File: src/smpq_pkg.sv
package smpq_pkg;

  localparam int CAPACITY = 16;
  localparam int CNT_W    = $clog2(CAPACITY + 1);

  typedef logic signed [31:0] value_t;
  typedef logic [CNT_W-1:0]   cnt_t;

  typedef enum logic {
    OP_PUSH = 1'b0,
    OP_POP  = 1'b1
  } op_e;

  typedef struct packed {
    logic   operation;
    value_t value;
  } in_t;

  typedef struct packed {
    value_t     top_value;
    logic       empty_res;
    logic [4:0] count;
    logic       overflow;
    logic       underflow;
  } out_t;

  typedef struct packed {
    logic push_en;
    logic pop_en;
    logic occupied;
    logic at_tail;
  } cell_ctrl_t;

endpackage

File: src/sorted_min_priority_queue.sv
// A result reaches the output register in the cycle after its input transfer.
// Throughput: one push or pop per cycle while the input is not stalled; every cell
// compares and shifts in that cycle. The input stalls only while the output register
// is full and its consumer stalls. Reset clears the entry count and the output valid;
// stored entries are not cleared and are never observed before being written.
module sorted_min_priority_queue (
  input  logic           clk_i,
  input  logic           rst_ni,
  input  logic           in_valid_i,
  output logic           in_stall_o,
  input  smpq_pkg::in_t  in_data_i,
  output logic           out_valid_o,
  input  logic           out_stall_i,
  output smpq_pkg::out_t out_data_o
);
  import smpq_pkg::*;

  cnt_t   cnt_q;
  cnt_t   cnt_d;
  logic   out_valid_q;
  logic   out_valid_d;
  out_t   out_data_q;
  out_t   out_data_d;
  logic   in_xfer;
  logic   is_push;
  logic   full;
  logic   empty;
  logic   push_en;
  logic   pop_en;
  logic [CNT_W+4:0] cnt_ext;

  logic   gt         [CAPACITY];
  value_t entry      [CAPACITY];
  value_t entry_next [CAPACITY];

  assign in_stall_o = out_valid_q && out_stall_i;
  assign in_xfer    = in_valid_i && !in_stall_o;
  assign is_push    = (op_e'(in_data_i.operation) == OP_PUSH);
  assign full       = (cnt_q == CNT_W'(CAPACITY));
  assign empty      = (cnt_q == '0);
  assign push_en    = in_xfer && is_push && !full;
  assign pop_en     = in_xfer && !is_push && !empty;

  for (genvar i = 0; i < CAPACITY; i++) begin : g_cell
    cell_ctrl_t ctrl;
    logic       prev_gt;
    value_t     prev_entry;
    value_t     next_entry;

    assign ctrl.push_en  = push_en;
    assign ctrl.pop_en   = pop_en;
    assign ctrl.occupied = (CNT_W'(i) < cnt_q);
    assign ctrl.at_tail  = (CNT_W'(i) == cnt_q);

    if (i == 0) begin : g_head
      assign prev_gt    = 1'b0;
      assign prev_entry = '0;
    end else begin : g_body
      assign prev_gt    = gt[i-1];
      assign prev_entry = entry[i-1];
    end

    if (i == CAPACITY - 1) begin : g_last
      assign next_entry = entry[i];
    end else begin : g_mid
      assign next_entry = entry[i+1];
    end

    smpq_cell u_cell (
      .clk_i        (clk_i),
      .ctrl_i       (ctrl),
      .ins_value_i  (in_data_i.value),
      .prev_gt_i    (prev_gt),
      .prev_entry_i (prev_entry),
      .next_entry_i (next_entry),
      .gt_o         (gt[i]),
      .entry_o      (entry[i]),
      .entry_next_o (entry_next[i])
    );
  end

  always_comb begin
    cnt_d = cnt_q;
    if (push_en) begin
      cnt_d = cnt_q + CNT_W'(1);
    end else if (pop_en) begin
      cnt_d = cnt_q - CNT_W'(1);
    end
  end

  assign cnt_ext = {5'd0, cnt_d};

  always_comb begin
    out_data_d.top_value = (cnt_d == '0) ? '0 : entry_next[0];
    out_data_d.empty_res = (cnt_d == '0);
    out_data_d.count     = cnt_ext[4:0];
    out_data_d.overflow  = in_xfer && is_push && full;
    out_data_d.underflow = in_xfer && !is_push && empty;
  end

  assign out_valid_d = in_xfer || (out_valid_q && out_stall_i);

  always_ff @(posedge clk_i or negedge rst_ni) begin
    if (!rst_ni) begin
      cnt_q       <= '0;
      out_valid_q <= 1'b0;
    end else begin
      cnt_q       <= cnt_d;
      out_valid_q <= out_valid_d;
    end
  end

  always_ff @(posedge clk_i) begin
    if (in_xfer) begin
      out_data_q <= out_data_d;
    end
  end

  assign out_valid_o = out_valid_q;
  assign out_data_o  = out_data_q;

endmodule

File: src/smpq_cell.sv
module smpq_cell (
  input  logic                clk_i,
  input  smpq_pkg::cell_ctrl_t ctrl_i,
  input  smpq_pkg::value_t    ins_value_i,
  input  logic                prev_gt_i,
  input  smpq_pkg::value_t    prev_entry_i,
  input  smpq_pkg::value_t    next_entry_i,
  output logic                gt_o,
  output smpq_pkg::value_t    entry_o,
  output smpq_pkg::value_t    entry_next_o
);
  import smpq_pkg::*;

  value_t entry_q;
  value_t entry_d;

  // Entry is occupied and strictly greater than the incoming value.
  assign gt_o = ctrl_i.occupied && (ins_value_i < entry_q);

  always_comb begin
    entry_d = entry_q;
    if (ctrl_i.push_en) begin
      if (prev_gt_i) begin
        entry_d = prev_entry_i;
      end else if (gt_o || ctrl_i.at_tail) begin
        entry_d = ins_value_i;
      end
    end else if (ctrl_i.pop_en) begin
      entry_d = next_entry_i;
    end
  end

  always_ff @(posedge clk_i) begin
    entry_q <= entry_d;
  end

  assign entry_o      = entry_q;
  assign entry_next_o = entry_d;

endmodule

File: config.mk
export PLATFORM = sky130hd
export DESIGN_NAME = sorted_min_priority_queue
export DESIGN_NICKNAME = d
export VERILOG_FILES = /design/src/smpq_pkg.sv /design/src/sorted_min_priority_queue.sv /design/src/smpq_cell.sv
export SDC_FILE = /design/constraint.sdc
export NUM_CORES = 2
export LEC_CHECK = 0
export ABC_AREA = 1
export BUFFER_PORTS_ARGS = -buffer_cell sky130_fd_sc_hd__buf_2
export CELL_PAD_IN_SITES_DETAIL_PLACEMENT = 0
export CELL_PAD_IN_SITES_GLOBAL_PLACEMENT = 1
export CORE_ASPECT_RATIO = 0.7
export CORE_UTILIZATION = 45
export CTS_BUF_LIST = sky130_fd_sc_hd__clkbuf_4
export CTS_CLUSTER_DIAMETER = 30
export DETAILED_ROUTE_END_ITERATION = 10
export PLACE_DENSITY = 0.8
export SLEW_MARGIN = 0
export SYNTH_ARGS = -nofsm -noshare
export SYNTH_HDL_FRONTEND = slang
export SYNTH_HIERARCHICAL = 1
export SYNTH_SLANG_ARGS = --single-unit
File: constraint.sdc
create_clock -name clk_i -period 4.9 [get_ports clk_i]
set_clock_uncertainty 0.1 [all_clocks]
set_input_delay 0.98 -clock clk_i [delete_from_list [all_inputs] [get_ports clk_i]]
set_output_delay 0.98 -clock clk_i [all_outputs]
set_load 0.01 [all_outputs]
# == Word-level counts from Yosys, hierarchy flattened ==
# Index checks and enable logic that the tools add are counted.
# word_totals
word_cells,214
output_inout_bits,42
reg_bits,558
input_bits,37
# classes
add_sub_neg,2
mux,63
n_lt_le_gt_ge,32
eq_ne,30
reduce_logical,63
bitwise,1
# op_table
op,count
$mux 32,61
$lt 32x32->1,16
$ne 3x1->1 const B,14
$eq 4x5->1 const A,8
$lt 4x5->1 const A,8
$reduce_and 2->1,15
$logic_and 1x1->1,24
$eq 3x5->1 const A,4
$lt 3x5->1 const A,4
$logic_or 1x1->1,17
$eq 2x5->1 const A,2
$logic_not 5->1,2
$lt 1x5->1 const A,2
$lt 2x5->1 const A,2
$mux 5,2
$add 5x1->5 const B,1
$eq 1x5->1 const A,1
$eq 5x5->1 const B,1
$sub 5x1->5 const B,1
$reduce_bool 2->1,2
$logic_not 1->1,3
$not 1->1,1

# == Depth between registers and ports, before layout ==
# logic_depth
depth_word,8
mapped_depth,22
depth_no_buf,21

# == Hierarchy ==
# The synthesis kept the hierarchy.
# by_module_without_submodules
mod,seq_area_each_um2,cells_each,instances,area_each_um2
smpq_cell,640.6,492,16,2881.5
sorted_min_priority_queue,1351.3,248,1,2333.5

# == Worst setup path after synthesis ==
# OpenSTA, ideal clock, no wires.
# synth_timing
kind,input to register
startpoint,input in_data_i[5] (netlist name)
endpoint,register g_cell[1].u_cell.entry_q[0]
setup_time_ns,0.116
setup_slack_ns,1.840
arrival_time_ns,2.844
stages,17
path_cell_list,ha_1 -> a21oi_1 -> nor2_1 -> nor3_1 -> nand2_1 -> nand2_1 -> nand2_1 -> nand2_1 -> nand3_1 -> nand3_4 -> buf_2 -> inv_1 -> inv_2 -> clkbuf_1 -> nand3_1 -> nand2_1 -> nand2_1
# synth_rtl
element,line_no,source
start: declaration,sorted_min_priority_queue.sv:11,"input smpq_pkg::in_t in_data_i,"
end signal: assignment,smpq_cell.sv:34,entry_q <= entry_d;
end: declaration,smpq_cell.sv:14,value_t entry_q;

==> flow_summary.ini <==
[run_status]
outcome = finished, final reports clean

[layout]
multi_input_area_sq_um = 31900
fill_cells = 11139
nNetsFinal = 8672
stdcell_count = 9702
final-seq-area_sq_um = 11600
areaGrowthSynthToFinish_pct = 8.50
final_cell_area_sq_um = 52500
utilization = 0.494
drive_gt1_frac = 0.0755

[sta]
worstMarginPinSlew_ns = 1.26
rsz0062_at_grt = false
slew_headroom = 0.162
min_period_ns = 3.85
fmax_ghz = 0.260
finalCritPeriodShare = 0.785
hold_viol_final = 0
setup_viol = 0
slew_viol_final = 0
fin_setup_tns_ns = 0

[worst_setup_path]
endpoint_kind = flip-flop
cp_max_fo = 63
crit_family = buffers and inverters
crit_required_ns = 5.67
cp-start-kind = flip-flop
critical-path-slowest-cell = buf_4
critPathArrivalTime_ns = 4.62
crit_type = reg2reg
crit_chain = clkinv_1 > ha_1 > nand2_1 > nor2_4 > nor2_4 > buf_4 > clkinv_1 > buf_4 > o21ai_0 > nand2_1 > nand2_2 > inv_2
cpPeakStageDelay_ns = 0.56
path_buf_inv = 5

[route]
wl_met2_mm = 59.2
vias = 51883
wl_met3_mm = 10.1
vias_per_cell = 5.35
ant_nets = 0
routed_wl_mm = 154
highest_layer = met4
wl_met1_mm = 82.0
drtIter0Drc = 4610
route.detailed.wl_per_inst_um = 15.9
route.detailed.drc = 0
firstDrtPassIters = 6

[grt]
grt_max_degree = 105
grt_pass1_wl_mm = 252
grt_util_all_layers = 0.276
grt_pass1_vias = 47129
antenna_found_initial = 4
grt_overflow_total = 0

[logic_synthesis]
synthesis.area_sq_um = 48400
synth_cells = 8119
ys_warn_count = 6
synth.avg_cell_area_sq_um = 5.97

[clock_network]
cts-root-buf = clkbuf_4
clkLatencyLatePin_ns = 1.14
cts_made_buffers = 179
clkSinkCount = 558
path_clk_slew_ns = 0.07
clockBufferDepth = 3
cts_setup_buffers = 0
cts_hold_buf = 2
cts_resized = 0
cts_tree = yes
cts-htree-levels = 4

[power]
power.density_nw_per_um2 = 734
vdd_ir_drop_max_v = 0.000389
total_power_mw = 38.6
p_leak_nw = 27.8

[run]
max_cap_violations = 0

[place]
dp_cells = 9379
io_buffers = 78
placed_area_sq_um = 50300
dp_hpwl_mm = 118
gp_congestion = 0.866

[die]
core-area_sq_um = 106000
start_util = 0.455
die_w_um = 394
rows = 100
die_h_um = 276
die_area_sq_um = 109000
ios = 79

[worst_hold_path]
worstHoldPathType = in2async
## through the flow
stage	setup WS, ns	hold slack (ns)
6_report	1.05	0.156
3_5_place_dp	0.681	0.414
5_1_grt	0.864	0.0720
3_3_place_gp	0.777	0.412
2_1_floorplan	1.84	0.383
4_1_cts	1.09	0.0290
## registers in the layout, indices dropped and copies added, names as in the netlist
| name | count |
|---|---|
| out_data_o | 40 |
| out_valid_o | 1 |
| cnt_q | 5 |
| g_cell.u_cell/entry_o | 512 |
## layout by cell type (no fill, tap or decap), types with 16 or more instances in the layout
cell type / count
conb_1: 33
inv_2: 37
clkbuf_4: 254
nand2_2: 17
a21oi_1: 736
nand3_4: 16
buf_12: 29
buf_2: 78
nand4_1: 16
edfxtp_1: 40
nor3_1: 34
dfxtp_1: 512
o21a_1: 16
ha_1: 501
o21ai_1: 16
buf_4: 147
inv_1: 729
clkinv_1: 53
nand2_4: 16
o21ai_0: 569
nand3_1: 1082
nor2_1: 1207
nand2_1: 2089
## power by group
part | switching (mW) | internal (mW) | leakage (nW)
combinational | 15.5 | 8.53 | 21.6
sequential | 2.54 | 7.09 | 4.78
clock | 2.39 | 2.58 | 1.36
total | 20.4 | 18.2 | 27.8
## per-layer routing
layer / vias to the layer above / global-route usage
li1: 26528 / -
met1: 23630 / 0.430
met2: 1508 / 0.384
met3: 217 / 0.0404
met4: 0 / 0.0779
met5: - / 0
## final cells by class
cell class	instances	share of cell area
well taps	1428	0.0340
clock inverters	60	0.00669
inverters	779	0.0558
flip-flops and latches	558	0.221
repair buffers	256	0.0399
multi-input cells	6360	0.606
clock buffers	254	0.0363
diodes	7	0.000333
## worst paths after layout
kind / start / end / slack [ns] / depth (start not counted)
min in group clk_i: out_stall_i / out_valid_o$_DFF_PN0_ / 0.21 / 4
min reg2reg: g_cell[4].u_cell/entry_o[31]$_DFF_P_ / g_cell[3].u_cell/entry_o[31]$_DFF_P_ / 0.41 / 2
max reg2reg: cnt_q[0]$_DFF_PN0_ / out_data_o[8]$_SDFFCE_PN0N_ / 1.05 / 12
min: rst_ni / out_valid_o$_DFF_PN0_ / 0.16 / 2
max in group asynchronous: rst_ni / cnt_q[0]$_DFF_PN0_ / 4.31 / 2
max: cnt_q[0]$_DFF_PN0_ / out_data_o[8]$_SDFFCE_PN0N_ / 1.05 / 12
## worst reg2reg max path: stages, from the launching register on
cell      delay (ns)
dfrtp_1         0.51
clkinv_1        0.35
ha_1            0.40
nand2_1         0.20
nor2_4          0.10
nor2_4          0.19
buf_4           0.56
clkinv_1        0.15
buf_4           0.32
o21ai_0         0.37
nand2_1         0.19
nand2_2         0.12
inv_2           0.04
Note: power is estimated with default switching activity, not from simulation.
